## src/sha1_pkg.sv

```systemverilog
// sha1_pkg: shared types, constants and round functions for the SHA-1 hasher.
// No dependencies; used by sha1_sched, sha1_round and sha1_stream_hasher.
`timescale 1ns / 1ps

package sha1_pkg;

  localparam int NumWords  = 5;
  localparam int NumRounds = 80;
  localparam int RndW      = 7;
  localparam int IdxW      = 3;
  localparam int PosW      = 6;
  localparam int LenW      = 64;

  localparam logic              OP_ABSORB = 1'b0;
  localparam logic              OP_FINISH = 1'b1;
  localparam logic [7:0]        PAD_BYTE  = 8'h80;
  localparam logic [PosW-1:0]   LEN_POS   = 6'd56;
  localparam logic [IdxW-1:0]   LAST_IDX  = 3'd4;
  localparam logic [RndW-1:0]   LAST_RND  = 7'(NumRounds - 1);

  localparam logic [31:0] K0 = 32'h5A827999;
  localparam logic [31:0] K1 = 32'h6ED9EBA1;
  localparam logic [31:0] K2 = 32'h8F1BBCDC;
  localparam logic [31:0] K3 = 32'hCA62C1D6;

  typedef enum logic [2:0] {
    ST_IDLE,
    ST_PAD,
    ST_ROUND,
    ST_ADD,
    ST_OUT
  } sha1_state_t;

  typedef logic [NumWords-1:0][31:0] sha1_words_t;

  // schedule window control
  typedef struct packed {
    logic       load_byte;
    logic [7:0] data;
    logic       step;
  } sha1_sched_ctrl_t;

  // round unit control
  typedef struct packed {
    logic            load;
    logic            step;
    logic [RndW-1:0] rnd;
  } sha1_round_ctrl_t;

  function automatic logic [31:0] h_init(input logic [IdxW-1:0] i);
    logic [31:0] v;
    case (i)
      3'd0:    v = 32'h67452301;
      3'd1:    v = 32'hEFCDAB89;
      3'd2:    v = 32'h98BADCFE;
      3'd3:    v = 32'h10325476;
      default: v = 32'hC3D2E1F0;
    endcase
    return v;
  endfunction

  function automatic logic [31:0] round_k(input logic [RndW-1:0] rnd);
    logic [31:0] k;
    if (rnd < 7'd20)      k = K0;
    else if (rnd < 7'd40) k = K1;
    else if (rnd < 7'd60) k = K2;
    else                  k = K3;
    return k;
  endfunction

  function automatic logic [31:0] round_f(input logic [RndW-1:0] rnd,
                                          input logic [31:0] b,
                                          input logic [31:0] c,
                                          input logic [31:0] d);
    logic [31:0] f;
    if (rnd < 7'd20)      f = (b & c) | (~b & d);
    else if (rnd < 7'd40) f = b ^ c ^ d;
    else if (rnd < 7'd60) f = (b & c) | (b & d) | (c & d);
    else                  f = b ^ c ^ d;
    return f;
  endfunction

endpackage

```

## src/sha1_sched.sv

```systemverilog
// sha1_sched: 512-bit block register; takes bytes in during loading and acts
// as the sliding 16-word message schedule during rounds. Uses sha1_pkg.
`timescale 1ns / 1ps

module sha1_sched (
  input  logic                      clk,
  input  sha1_pkg::sha1_sched_ctrl_t ctrl,
  output logic [31:0]               w_cur
);

  localparam int BlkW = 512;

  logic [BlkW-1:0] blk_r;
  logic [BlkW-1:0] blk_nxt;
  logic [31:0]     w_new;
  logic [31:0]     w_mix;

  // word i of the window sits at blk_r[BlkW-1-32*i -: 32]
  assign w_cur = blk_r[BlkW-1 -: 32];
  assign w_mix = blk_r[BlkW-1-32*13 -: 32] ^ blk_r[BlkW-1-32*8 -: 32] ^
                 blk_r[BlkW-1-32*2 -: 32] ^ blk_r[BlkW-1 -: 32];
  assign w_new = {w_mix[30:0], w_mix[31]};

  always_comb begin
    blk_nxt = blk_r;
    if (ctrl.load_byte) begin
      blk_nxt = {blk_r[BlkW-9:0], ctrl.data};
    end else if (ctrl.step) begin
      blk_nxt = {blk_r[BlkW-33:0], w_new};
    end
  end

  always_ff @(posedge clk) begin
    blk_r <= blk_nxt;
  end

endmodule

```

## src/sha1_round.sv

```systemverilog
// sha1_round: working variables a..e and the shared round datapath, one
// round per step. Uses sha1_pkg for round constants and functions.
`timescale 1ns / 1ps

module sha1_round (
  input  logic                       clk,
  input  sha1_pkg::sha1_round_ctrl_t ctrl,
  input  sha1_pkg::sha1_words_t      h_vals,
  input  logic [31:0]                w_cur,
  output sha1_pkg::sha1_words_t      vars
);

  logic [31:0] a_r, b_r, c_r, d_r, e_r;
  logic [31:0] a_nxt, b_nxt, c_nxt, d_nxt, e_nxt;
  logic [31:0] tmp;

  assign tmp = {a_r[26:0], a_r[31:27]} +
               sha1_pkg::round_f(ctrl.rnd, b_r, c_r, d_r) + e_r + w_cur +
               sha1_pkg::round_k(ctrl.rnd);

  always_comb begin
    a_nxt = a_r;
    b_nxt = b_r;
    c_nxt = c_r;
    d_nxt = d_r;
    e_nxt = e_r;
    if (ctrl.load) begin
      a_nxt = h_vals[0];
      b_nxt = h_vals[1];
      c_nxt = h_vals[2];
      d_nxt = h_vals[3];
      e_nxt = h_vals[4];
    end else if (ctrl.step) begin
      a_nxt = tmp;
      b_nxt = a_r;
      c_nxt = {b_r[1:0], b_r[31:2]};
      d_nxt = c_r;
      e_nxt = d_r;
    end
  end

  always_ff @(posedge clk) begin
    a_r <= a_nxt;
    b_r <= b_nxt;
    c_r <= c_nxt;
    d_r <= d_nxt;
    e_r <= e_nxt;
  end

  assign vars[0] = a_r;
  assign vars[1] = b_r;
  assign vars[2] = c_r;
  assign vars[3] = d_r;
  assign vars[4] = e_r;

endmodule

```

## src/sha1_stream_hasher.sv

```systemverilog
// sha1_stream_hasher: top level of the streaming SHA-1 engine.
// Instantiates sha1_sched and sha1_round; uses sha1_pkg.
`timescale 1ns / 1ps

// SHA-1 over a byte stream. An absorb item (operation 0) takes one byte in
// while the engine is idle; the 64th byte of a block starts the compression,
// which runs 80 rounds on one shared round unit (one round per cycle) and
// then folds a..e into the chaining words in ST_ADD. A finish item
// (operation 1) feeds the padding bytes through the same byte path one per
// cycle (0x80, zeros, the 64-bit big-endian bit length), then compresses;
// when fewer than 8 bytes are left after the 0x80 an extra block is padded
// and compressed first. The five digest words then come out on the result
// channel, word 0 first, last_word set on word 4, one per cycle when not
// stalled. After the fifth word the engine is back at the initial chaining
// value with zero length. in_stall is high from an accepted item until its
// work is done (and, on finish, until all five words have been taken).

module sha1_stream_hasher (
  input  logic        clk,
  input  logic        rst_n,
  input  logic        in_valid,
  output logic        in_stall,
  input  logic        in_operation,
  input  logic [7:0]  in_message_byte,
  output logic        out_valid,
  input  logic        out_stall,
  output logic [31:0] out_digest_word,
  output logic [2:0]  out_word_index,
  output logic        out_last_word
);

  sha1_pkg::sha1_state_t state_r, state_nxt;

  logic [sha1_pkg::PosW-1:0] pos_r, pos_nxt;       // next byte slot
  logic [sha1_pkg::LenW-1:0] bitlen_r, bitlen_nxt; // message bits, mod 2^64
  logic [sha1_pkg::RndW-1:0] rnd_r, rnd_nxt;
  logic [sha1_pkg::IdxW-1:0] idx_r, idx_nxt;       // digest word on output
  logic                      fin_r, fin_nxt;       // finish in progress
  logic                      last_r, last_nxt;     // current block is final
  logic                      first_r, first_nxt;   // next pad byte is 0x80
  sha1_pkg::sha1_words_t     h_r, h_nxt;

  sha1_pkg::sha1_sched_ctrl_t sctl;
  sha1_pkg::sha1_round_ctrl_t rctl;
  sha1_pkg::sha1_words_t      vars;
  logic [31:0]                w_cur;
  logic [7:0]                 len_byte;
  logic                       out_take;

  sha1_sched u_sched (
    .clk   (clk),
    .ctrl  (sctl),
    .w_cur (w_cur)
  );

  sha1_round u_round (
    .clk    (clk),
    .ctrl   (rctl),
    .h_vals (h_r),
    .w_cur  (w_cur),
    .vars   (vars)
  );

  // length byte k of 8 goes into slot 56 + k, most significant first
  assign len_byte = 8'(bitlen_r >> {~pos_r[2:0], 3'b000});
  assign out_take = out_valid && !out_stall;

  always_comb begin
    state_nxt  = state_r;
    pos_nxt    = pos_r;
    bitlen_nxt = bitlen_r;
    rnd_nxt    = rnd_r;
    idx_nxt    = idx_r;
    fin_nxt    = fin_r;
    last_nxt   = last_r;
    first_nxt  = first_r;
    h_nxt      = h_r;
    sctl       = '0;
    rctl       = '0;
    rctl.rnd   = rnd_r;
    case (state_r)
      sha1_pkg::ST_IDLE: begin
        if (in_valid) begin
          if (in_operation == sha1_pkg::OP_ABSORB) begin
            sctl.load_byte = 1'b1;
            sctl.data      = in_message_byte;
            pos_nxt        = pos_r + sha1_pkg::PosW'(1);
            bitlen_nxt     = bitlen_r + 64'd8;
            fin_nxt        = 1'b0;
            if (&pos_r) begin
              rctl.load = 1'b1;
              state_nxt = sha1_pkg::ST_ROUND;
            end
          end else begin
            fin_nxt   = 1'b1;
            first_nxt = 1'b1;
            state_nxt = sha1_pkg::ST_PAD;
          end
        end
      end
      sha1_pkg::ST_PAD: begin
        sctl.load_byte = 1'b1;
        if (first_r) begin
          sctl.data = sha1_pkg::PAD_BYTE;
          // room for the length after the 0x80 means this block is final
          last_nxt  = (pos_r < sha1_pkg::LEN_POS);
          first_nxt = 1'b0;
        end else if (last_r && pos_r >= sha1_pkg::LEN_POS) begin
          sctl.data = len_byte;
        end else begin
          sctl.data = 8'h00;
        end
        pos_nxt = pos_r + sha1_pkg::PosW'(1);
        if (&pos_r) begin
          rctl.load = 1'b1;
          state_nxt = sha1_pkg::ST_ROUND;
        end
      end
      sha1_pkg::ST_ROUND: begin
        sctl.step = 1'b1;
        rctl.step = 1'b1;
        rnd_nxt   = rnd_r + sha1_pkg::RndW'(1);
        if (rnd_r == sha1_pkg::LAST_RND) begin
          rnd_nxt   = '0;
          state_nxt = sha1_pkg::ST_ADD;
        end
      end
      sha1_pkg::ST_ADD: begin
        for (int i = 0; i < sha1_pkg::NumWords; i++) begin
          h_nxt[i] = h_r[i] + vars[i];
        end
        if (!fin_r) begin
          state_nxt = sha1_pkg::ST_IDLE;
        end else if (!last_r) begin
          // extra padding block holds the length
          last_nxt  = 1'b1;
          state_nxt = sha1_pkg::ST_PAD;
        end else begin
          idx_nxt   = '0;
          state_nxt = sha1_pkg::ST_OUT;
        end
      end
      sha1_pkg::ST_OUT: begin
        if (!out_stall) begin
          idx_nxt = idx_r + sha1_pkg::IdxW'(1);
          if (idx_r == sha1_pkg::LAST_IDX) begin
            idx_nxt    = '0;
            pos_nxt    = '0;
            bitlen_nxt = '0;
            fin_nxt    = 1'b0;
            last_nxt   = 1'b0;
            for (int i = 0; i < sha1_pkg::NumWords; i++) begin
              h_nxt[i] = sha1_pkg::h_init(sha1_pkg::IdxW'(i));
            end
            state_nxt = sha1_pkg::ST_IDLE;
          end
        end
      end
      default: begin
        state_nxt = sha1_pkg::ST_IDLE;
      end
    endcase
  end

  always_ff @(posedge clk) begin
    if (!rst_n) begin
      state_r  <= sha1_pkg::ST_IDLE;
      pos_r    <= '0;
      bitlen_r <= '0;
      rnd_r    <= '0;
      idx_r    <= '0;
      fin_r    <= 1'b0;
      last_r   <= 1'b0;
      first_r  <= 1'b0;
      for (int i = 0; i < sha1_pkg::NumWords; i++) begin
        h_r[i] <= sha1_pkg::h_init(sha1_pkg::IdxW'(i));
      end
    end else begin
      state_r  <= state_nxt;
      pos_r    <= pos_nxt;
      bitlen_r <= bitlen_nxt;
      rnd_r    <= rnd_nxt;
      idx_r    <= idx_nxt;
      fin_r    <= fin_nxt;
      last_r   <= last_nxt;
      first_r  <= first_nxt;
      h_r      <= h_nxt;
    end
  end

  assign in_stall        = (state_r != sha1_pkg::ST_IDLE);
  assign out_valid       = (state_r == sha1_pkg::ST_OUT);
  assign out_digest_word = h_r[idx_r];
  assign out_word_index  = idx_r;
  assign out_last_word   = (idx_r == sha1_pkg::LAST_IDX);

  // a compression always starts on a block boundary
  a_round_on_boundary: assert property (@(posedge clk) disable iff (!rst_n)
    (state_r == sha1_pkg::ST_ROUND) |-> (pos_r == '0))
    else $error("round running with a partial block");

  // round counter is clear outside the rounds
  a_rnd_range: assert property (@(posedge clk) disable iff (!rst_n)
    (state_r != sha1_pkg::ST_ROUND) |-> (rnd_r == '0))
    else $error("round counter not clear outside compression");

  // digest words only while finishing, never past word 4
  a_out_index: assert property (@(posedge clk) disable iff (!rst_n)
    out_valid |-> (fin_r && last_r && idx_r <= sha1_pkg::LAST_IDX))
    else $error("digest output out of sequence");

  // after the last word the engine is back at its initial state
  a_restart: assert property (@(posedge clk) disable iff (!rst_n)
    (out_take && out_last_word) |=>
      (state_r == sha1_pkg::ST_IDLE && bitlen_r == '0 && pos_r == '0 &&
       h_r[0] == sha1_pkg::h_init(3'd0)))
    else $error("state not restored after digest");

endmodule
```

## config.mk

```make
export PLATFORM = sky130hd
export DESIGN_NAME = sha1_stream_hasher
export DESIGN_NICKNAME = d
export VERILOG_FILES = /design/src/sha1_pkg.sv /design/src/sha1_sched.sv /design/src/sha1_round.sv /design/src/sha1_stream_hasher.sv
export SDC_FILE = /design/constraint.sdc
export NUM_CORES = 2
export LEC_CHECK = 0
export ABC_AREA = 1
export BUFFER_PORTS_ARGS = -buffer_cell sky130_fd_sc_hd__buf_2
export CAP_MARGIN = 30
export CORE_UTILIZATION = 25
export DETAILED_ROUTE_END_ITERATION = 6
export PLACE_DENSITY_LB_ADDON = 0.08
export SETUP_SLACK_MARGIN = 0.1
export SLEW_MARGIN = 10
export SYNTH_ARGS = -nofsm -noshare
export SYNTH_HDL_FRONTEND = slang
export SYNTH_SLANG_ARGS = --single-unit
```

## constraint.sdc

```tcl
create_clock -name clk -period 26.9 [get_ports clk]
set_clock_uncertainty 0.15 [all_clocks]
set_input_delay 2.69 -clock clk [delete_from_list [all_inputs] [get_ports clk]]
set_output_delay 2.69 -clock clk [all_outputs]
set_load 0.05 [all_outputs]
```

# --- Word-level counts from Yosys, hierarchy flattened ---
# Cells that the tools add are included.
word_totals:
  regBits: 918
  latch_bits: 0
  mem_bits_rw: 0
  rom_bits: 0
  in_bits: 13
  out_inout_bits: 38
  n_memories: 0
op_classes:
  add_sub_neg: 13
  multipliers: 0
  div_mod_pow: 0
  magnitude_cmp: 6
  n_eq_ne: 15
  shifts: 1
  mux: 69
  bitwise: 14
  reduce_logical: 19
ops:
  columns: ["cell", "n"]
  rows:
  - ["$mux 512", 2]
  - ["$mux 32", 16]
  - ["$mux 160", 2]
  - ["$pmux 160 s2", 1]
  - ["$add 32x32->32", 9]
  - ["$mux 64", 4]
  - ["$xor 32x32->32", 5]
  - ["$and 32x32->32", 4]
  - ["$pmux 64 s2", 1]
  - ["$bmux 32 s3", 1]
  - ["$or 32x32->32", 3]
  - ["$add 64x4->64 const B", 1]
  - ["$shr 64x6->8", 1]
  - ["$mux 3", 12]
  - ["$not 32->32", 1]
  - ["$mux 31", 1]
  - ["$mux 6", 4]
  - ["$mux 9", 2]
  - ["$pmux 6 s3", 1]
  - ["$pmux 9 s2", 1]
  - ["$mux 8", 2]
  - ["$ne 2x2->1 const B", 8]
  - ["$pmux 3 s5", 1]
  - ["$reduce_and 5->1", 3]
  - ["other kinds (26)", 51]

# --- Depth between registers and ports, before layout ---
depth:
  ltp_word: 12
  mapped_depth: 28

# --- By module ---
# From an unflattened synthesis, not the netlist that was laid out.
unflattened:
  cells_unflattened: 8439
  area_unflattened_um2: 60815.8
modules_own_cells:
  columns: ["mod", "instances", "cells_per_inst", "area_per_inst_um2", "seq_area_each_um2"]
  rows:
  - ["sha1_stream_hasher", 1, 4329, 23915.4, 4864.7]
  - ["sha1_sched", 1, 2557, 23892.9, 15374.7]
  - ["sha1_round", 1, 1553, 13007.5, 4804.6]

# --- Worst setup path before layout ---
# Ideal clock, no wire load.
synth_timing:
  path_kind: "input-to-reg"
  startpoint: "input port in_valid"
  endpoint: "register u_sched.blk_r[0], enable pin"
  setup_ns: 3.652
  arrival_time_ns: 11.904
  required_time_ns: 23.098
  slack_ns: 11.194
  stages: 6
  path_cell_list: "inv_1 nor3_4 nor2_2 clkbuf_1 clkbuf_1 nand2_1"
synth_between:
  elab_chain_cells: 3
synth_rtl:
  columns: ["item", "line", "text"]
  rows:
  - ["start: declaration", "sha1_stream_hasher.sv:21", "input logic in_valid,"]
  - ["$mux 9", "sha1_stream_hasher.sv:83", "if (in_valid) begin"]
  - ["$pmux 9 s2", "sha1_stream_hasher.sv:81", "case (state_r)"]
  - ["$reduce_bool 2->1 (no source line)", null, null]
  - ["end signal: assignment", "sha1_sched.sv:34", "blk_r <= blk_nxt;"]
  - ["end: declaration", "sha1_sched.sv:13", "logic [BlkW-1:0] blk_r;"]
# Every way passes these cells.
# A chain may end at the register's enable or synchronous reset.

# --- Final worst setup path ---
layout_timing:
  startpoint: "register rnd_r[5] (netlist bit)"
  endpoint: "register u_round.a_r[26] (data pin)"
layout_between:
  elab_chain_cells: 10
  word_cells_on_any_way: 15
layout_rtl:
  columns: ["item", "line", "text"]
  rows:
  - ["start: declaration", "sha1_stream_hasher.sv:36", "logic [sha1_pkg::RndW-1:0] rnd_r, rnd_nxt;"]
  - ["start signal: assignment", "sha1_stream_hasher.sv:182", "rnd_r <= rnd_nxt;"]
  - ["$lt 7x6->1", "sha1_pkg.sv:66, sha1_pkg.sv:78", null]
  - ["$mux 32", "sha1_pkg.sv:78", "else if (rnd < 7'd60) f = (b & c) | (b & d) | (c & d);"]
  - ["$mux 32", "sha1_pkg.sv:77", "else if (rnd < 7'd40) f = b ^ c ^ d;"]
  - ["$mux 32", "sha1_pkg.sv:76", "if (rnd < 7'd20) f = (b & c) | (~b & d);"]
  - ["$add 32x32->32", "sha1_round.sv:17", "assign tmp = {a_r[26:0], a_r[31:27]} +"]
  - ["$add 32x32->32 (2 in series)", "sha1_round.sv:18", "sha1_pkg::round_f(ctrl.rnd, b_r, c_r, d_r) + e_r + w_cur +"]
  - ["$add 32x32->32 (*)", "sha1_round.sv:18", null]
  - ["$mux 32 (*)", "sha1_round.sv:33", "end else if (ctrl.step) begin"]
  - ["$mux 32 (*)", "sha1_round.sv:27", "if (ctrl.load) begin"]
  - ["net u_round.a_nxt[26]", "sha1_round.sv:14", "logic [31:0] a_nxt, b_nxt, c_nxt, d_nxt, e_nxt;"]
  - ["end signal: assignment", "sha1_round.sv:43", "a_r <= a_nxt;"]
  - ["end: declaration", "sha1_round.sv:13", "logic [31:0] a_r, b_r, c_r, d_r, e_r;"]
# The timed path passes the listed nets; every way through them passes the cells marked *. The select of a mux whose other input is x is not followed.

==> impl_metrics.ini <==
[worst_setup_path]
cp_common_cell = nand3_1
ff2ff_setup_slack_ns = 19.79
cp_cell_sequence = nor2_1 -> nand3_1 -> nand2_1 -> clkinv_1 -> a221oi_1 -> fa_1 -> inv_1 -> fa_1 -> inv_1 -> fa_1 -> inv_1 -> ha_1 -> nand2_1 -> nor2_1 -> nor2_1 -> nand3_1 -> nand3_1 -> nand3_1 -> nand3_1 -> nand2_1
startpoint_type = flip-flop
slowest_delay_ns = 0.95
crit_buf_inv = 4
critPathArrivalTime_ns = 7.48
crit_family = simple AND/OR/NAND/NOR gates
cp.required_ns = 27.27
critPathMaxFanout = 18
endpoint_kind = flip-flop
critPathSlowestCell = nand2_1
critPathKind = reg2reg

[grt]
grt_max_degree = 224
antenna_found_initial = 10
grt_util_all_layers_pct = 20.3
grt_first_pass_wirelength_um = 355000
grt_pass1_vias = 51683
grt-ovfl-total = 0

[final_layout]
final_cell_count_no_fill = 11284
num-nets-final = 8370
syn_to_final_growth_pct = 12.8
fin_util_pct = 28.4
layout-drive-gt1-share_pct = 3.94

[timing]
hold_ws_ns = 0.337
rsz0062_at_grt = no
clock.fmax_mhz = 141
post-route-period-util_pct = 26.4
tightest_slew_ns = 1.33
period_needed_ns = 7.11
finalHoldViolCount = 0
finalSetupTns_ns = 0
max_slew_margin_pct = 11.3
drv_slew = 0
setup_viol_count_final = 0
setup_slack_ns = 19.79

[drt]
antenna_left = 0
wl_met3_um = 10700
wl_per_cell_um = 21.7
drtIter0Drc = 4319
wl_met1_um = 116000
routed_wl_um = 244000
drc = 0
drt-vias-per-instance = 4.66
vias = 52624
wl_met2_um = 111000
topRoutingLayerUsed = met5
firstDrtPassIters = 6

[yosys]
synthCells = 8059
synth_edf_count = 672
ys_ff_latch = 915
yosys_warnings = 0
syn_avg_cell_area_sq_um = 7.34
synthFlopType = edfxtp_1
synth.cell_area_sq_um = 59200
synthArstFlopShare_pct = 0
yosysSeqAreaShare_pct = 42.3
synth_nets = 8397
ys_types = 47

[clock_tree]
cts_tree = built
cts_hold_buf = 0
clkLatencyLatePin_ns = 0.80
cts_buffer_depth = 3
htree_levels = 3
clk_pin_slew_ns = 0.06
post_cts_buffers = 0
cts.sink_count = 915
cts_buffers = 118
post_cts_resized = 0
clockRootBuffer = clkbuf_16

[power]
p_leak_nw = 29.7
power.density_nw_per_um2 = 58.7
p_int_mw = 2.77
combPwrFrac_pct = 14.7
p_switching_mw = 1.15
pwr-share-clk_pct = 41.0
switching_share_pct = 29.4
seqPwrFrac_pct = 44.3
ir_drop_mv = 0.0546

[floorplan]
floorplan.rows = 178
initial_core_util_pct = 25.2
die-area_sq_um = 239000
die_w_um = 489
boundaryPins = 51
die_y_um = 489
coreArea_sq_um = 235000

[run]
maxCapViolCount = 0

[outcome]
outcome = finished, final reports clean

[place]
dp_slack_ns = 18.91
hpwl_um = 184000
placed_cells = 11054
place.gp.congestion = 0.930
portBuffers = 50

[worst_hold_path]
hp-class = reg2reg
## routing by layer
layer	track usage [%]	vias up
met5	0	-
met4	6.37	2
met3	2.40	268
met2	32.7	1108
met1	28.0	25421
li1	-	25825
## final cells by class
cell class | instances | area, sq um
clock buffers | 153 | 3160
multi-input cells | 5868 | 29200
diodes | 4 | 10.0
repair buffers | 117 | 913
well taps | 3150 | 3940
fillers | 26063 | 168000
clock inverters | 65 | 622
flip-flops and latches | 915 | 25000
inverters | 1012 | 3810
## power groups by stage
stage	combinational (mW)	sequential, mW	clock [mW]
final	0.577	1.74	1.61
after global routing	0.659	1.75	1.71
after CTS	0.581	1.74	1.66
after detailed placement	0.577	1.77	0
after global placement	0.575	1.77	0
after floorplan	0.401	1.78	0
## through the flow
step / power (mW) / area [sq um]
final: 3.92 / 66700
after global routing: 4.11 / 66700
after CTS: 3.99 / 66600
after detailed placement: 2.35 / 62800
after global placement: 2.34 / 62700
after floorplan: 2.18 / 59200
## path summary, 6_finish.rpt
kind	start	to	cells after the start
hold reg to reg	h_r[156]	h_r[156]	2
setup / recovery	rnd_r[5]	u_round.a_r[26]	20
hold / removal	h_r[156]	h_r[156]	2
setup reg to reg	rnd_r[5]	u_round.a_r[26]	20
## kinds of logic after synthesis
group | synth area share [%]
adders and majority gates | 8.38
AOI/OAI and AO/OA | 9.20
and+or+nand+nor | 29.5
xor gates and xnor gates | 2.21
buffers and inverters | 8.36
DFF | 42.3
## tightest hold or removal path, cell delays in order (launching register included)
cell and delay (ns):
dfxtp_1 0.32, nand2_1 0.06, a21oi_1 0.05
## state kept, by name (all words and copies together), names as in the netlist
register,cells
bitlen_r,61
last_r,1
u_round.e_r,32
rnd_r,7
first_r,1
u_round.c_r,32
fin_r,1
pos_r,6
u_round.d_r,32
u_round.b_r,32
state_r,3
u_sched.blk_r,512
h_r,160
out_word_index,3
u_round.a_r,32
## synth_stat cells, types with 6 or more instances
master,n,share of area (%)
o21bai_1,45,0.57
a21o_1,7,0.089
xnor2_1,97,1.4
o22ai_1,24,0.25
nand3b_1,11,0.14
o21a_1,6,0.076
nor3_1,88,0.74
clkinv_1,6,0.038
or2_2,24,0.25
and2_1,19,0.20
o221ai_1,7,0.10
o21ai_1,75,0.63
nor2_1,421,2.7
buf_4,7,0.089
inv_2,8,0.051
nand2_1,3330,21
o211ai_1,38,0.48
and3_1,8,0.085
nand4_1,101,1.1
o21ai_0,382,3.2
buf_2,107,0.90
ha_1,206,4.4
a21oi_1,406,3.4
clkbuf_1,142,0.90
a221oi_1,6,0.089
buf_1,8,0.051
nand3_1,368,3.1
edfxtp_1,672,34
fa_1,119,4.0
xor2_1,52,0.77
inv_1,998,6.3
dfxtp_1,243,8.2
## layout by cell type (no fill, tap or decap), drive strengths merged, types with 7 or more instances in the layout
cell type,Yosys,routed
fa,119,119
nor3,89,89
o211ai,38,38
nand3,368,368
o21bai,45,45
o22ai,24,24
dfxtp,243,243
a21oi,406,406
or2,25,25
clkinv,6,55
buf,122,114
ha,206,206
xnor2,97,97
and3,8,8
nand4,101,101
a21o,7,7
and2,19,19
clkbuf,142,156
o221ai,7,7
nor2,422,422
edfxtp,672,672
nand2,3331,3331
inv,1006,1009
nand3b,11,11
o21ai,458,458
xor2,52,52
bufinv,0,10
(Power assumes the default switching activity.)
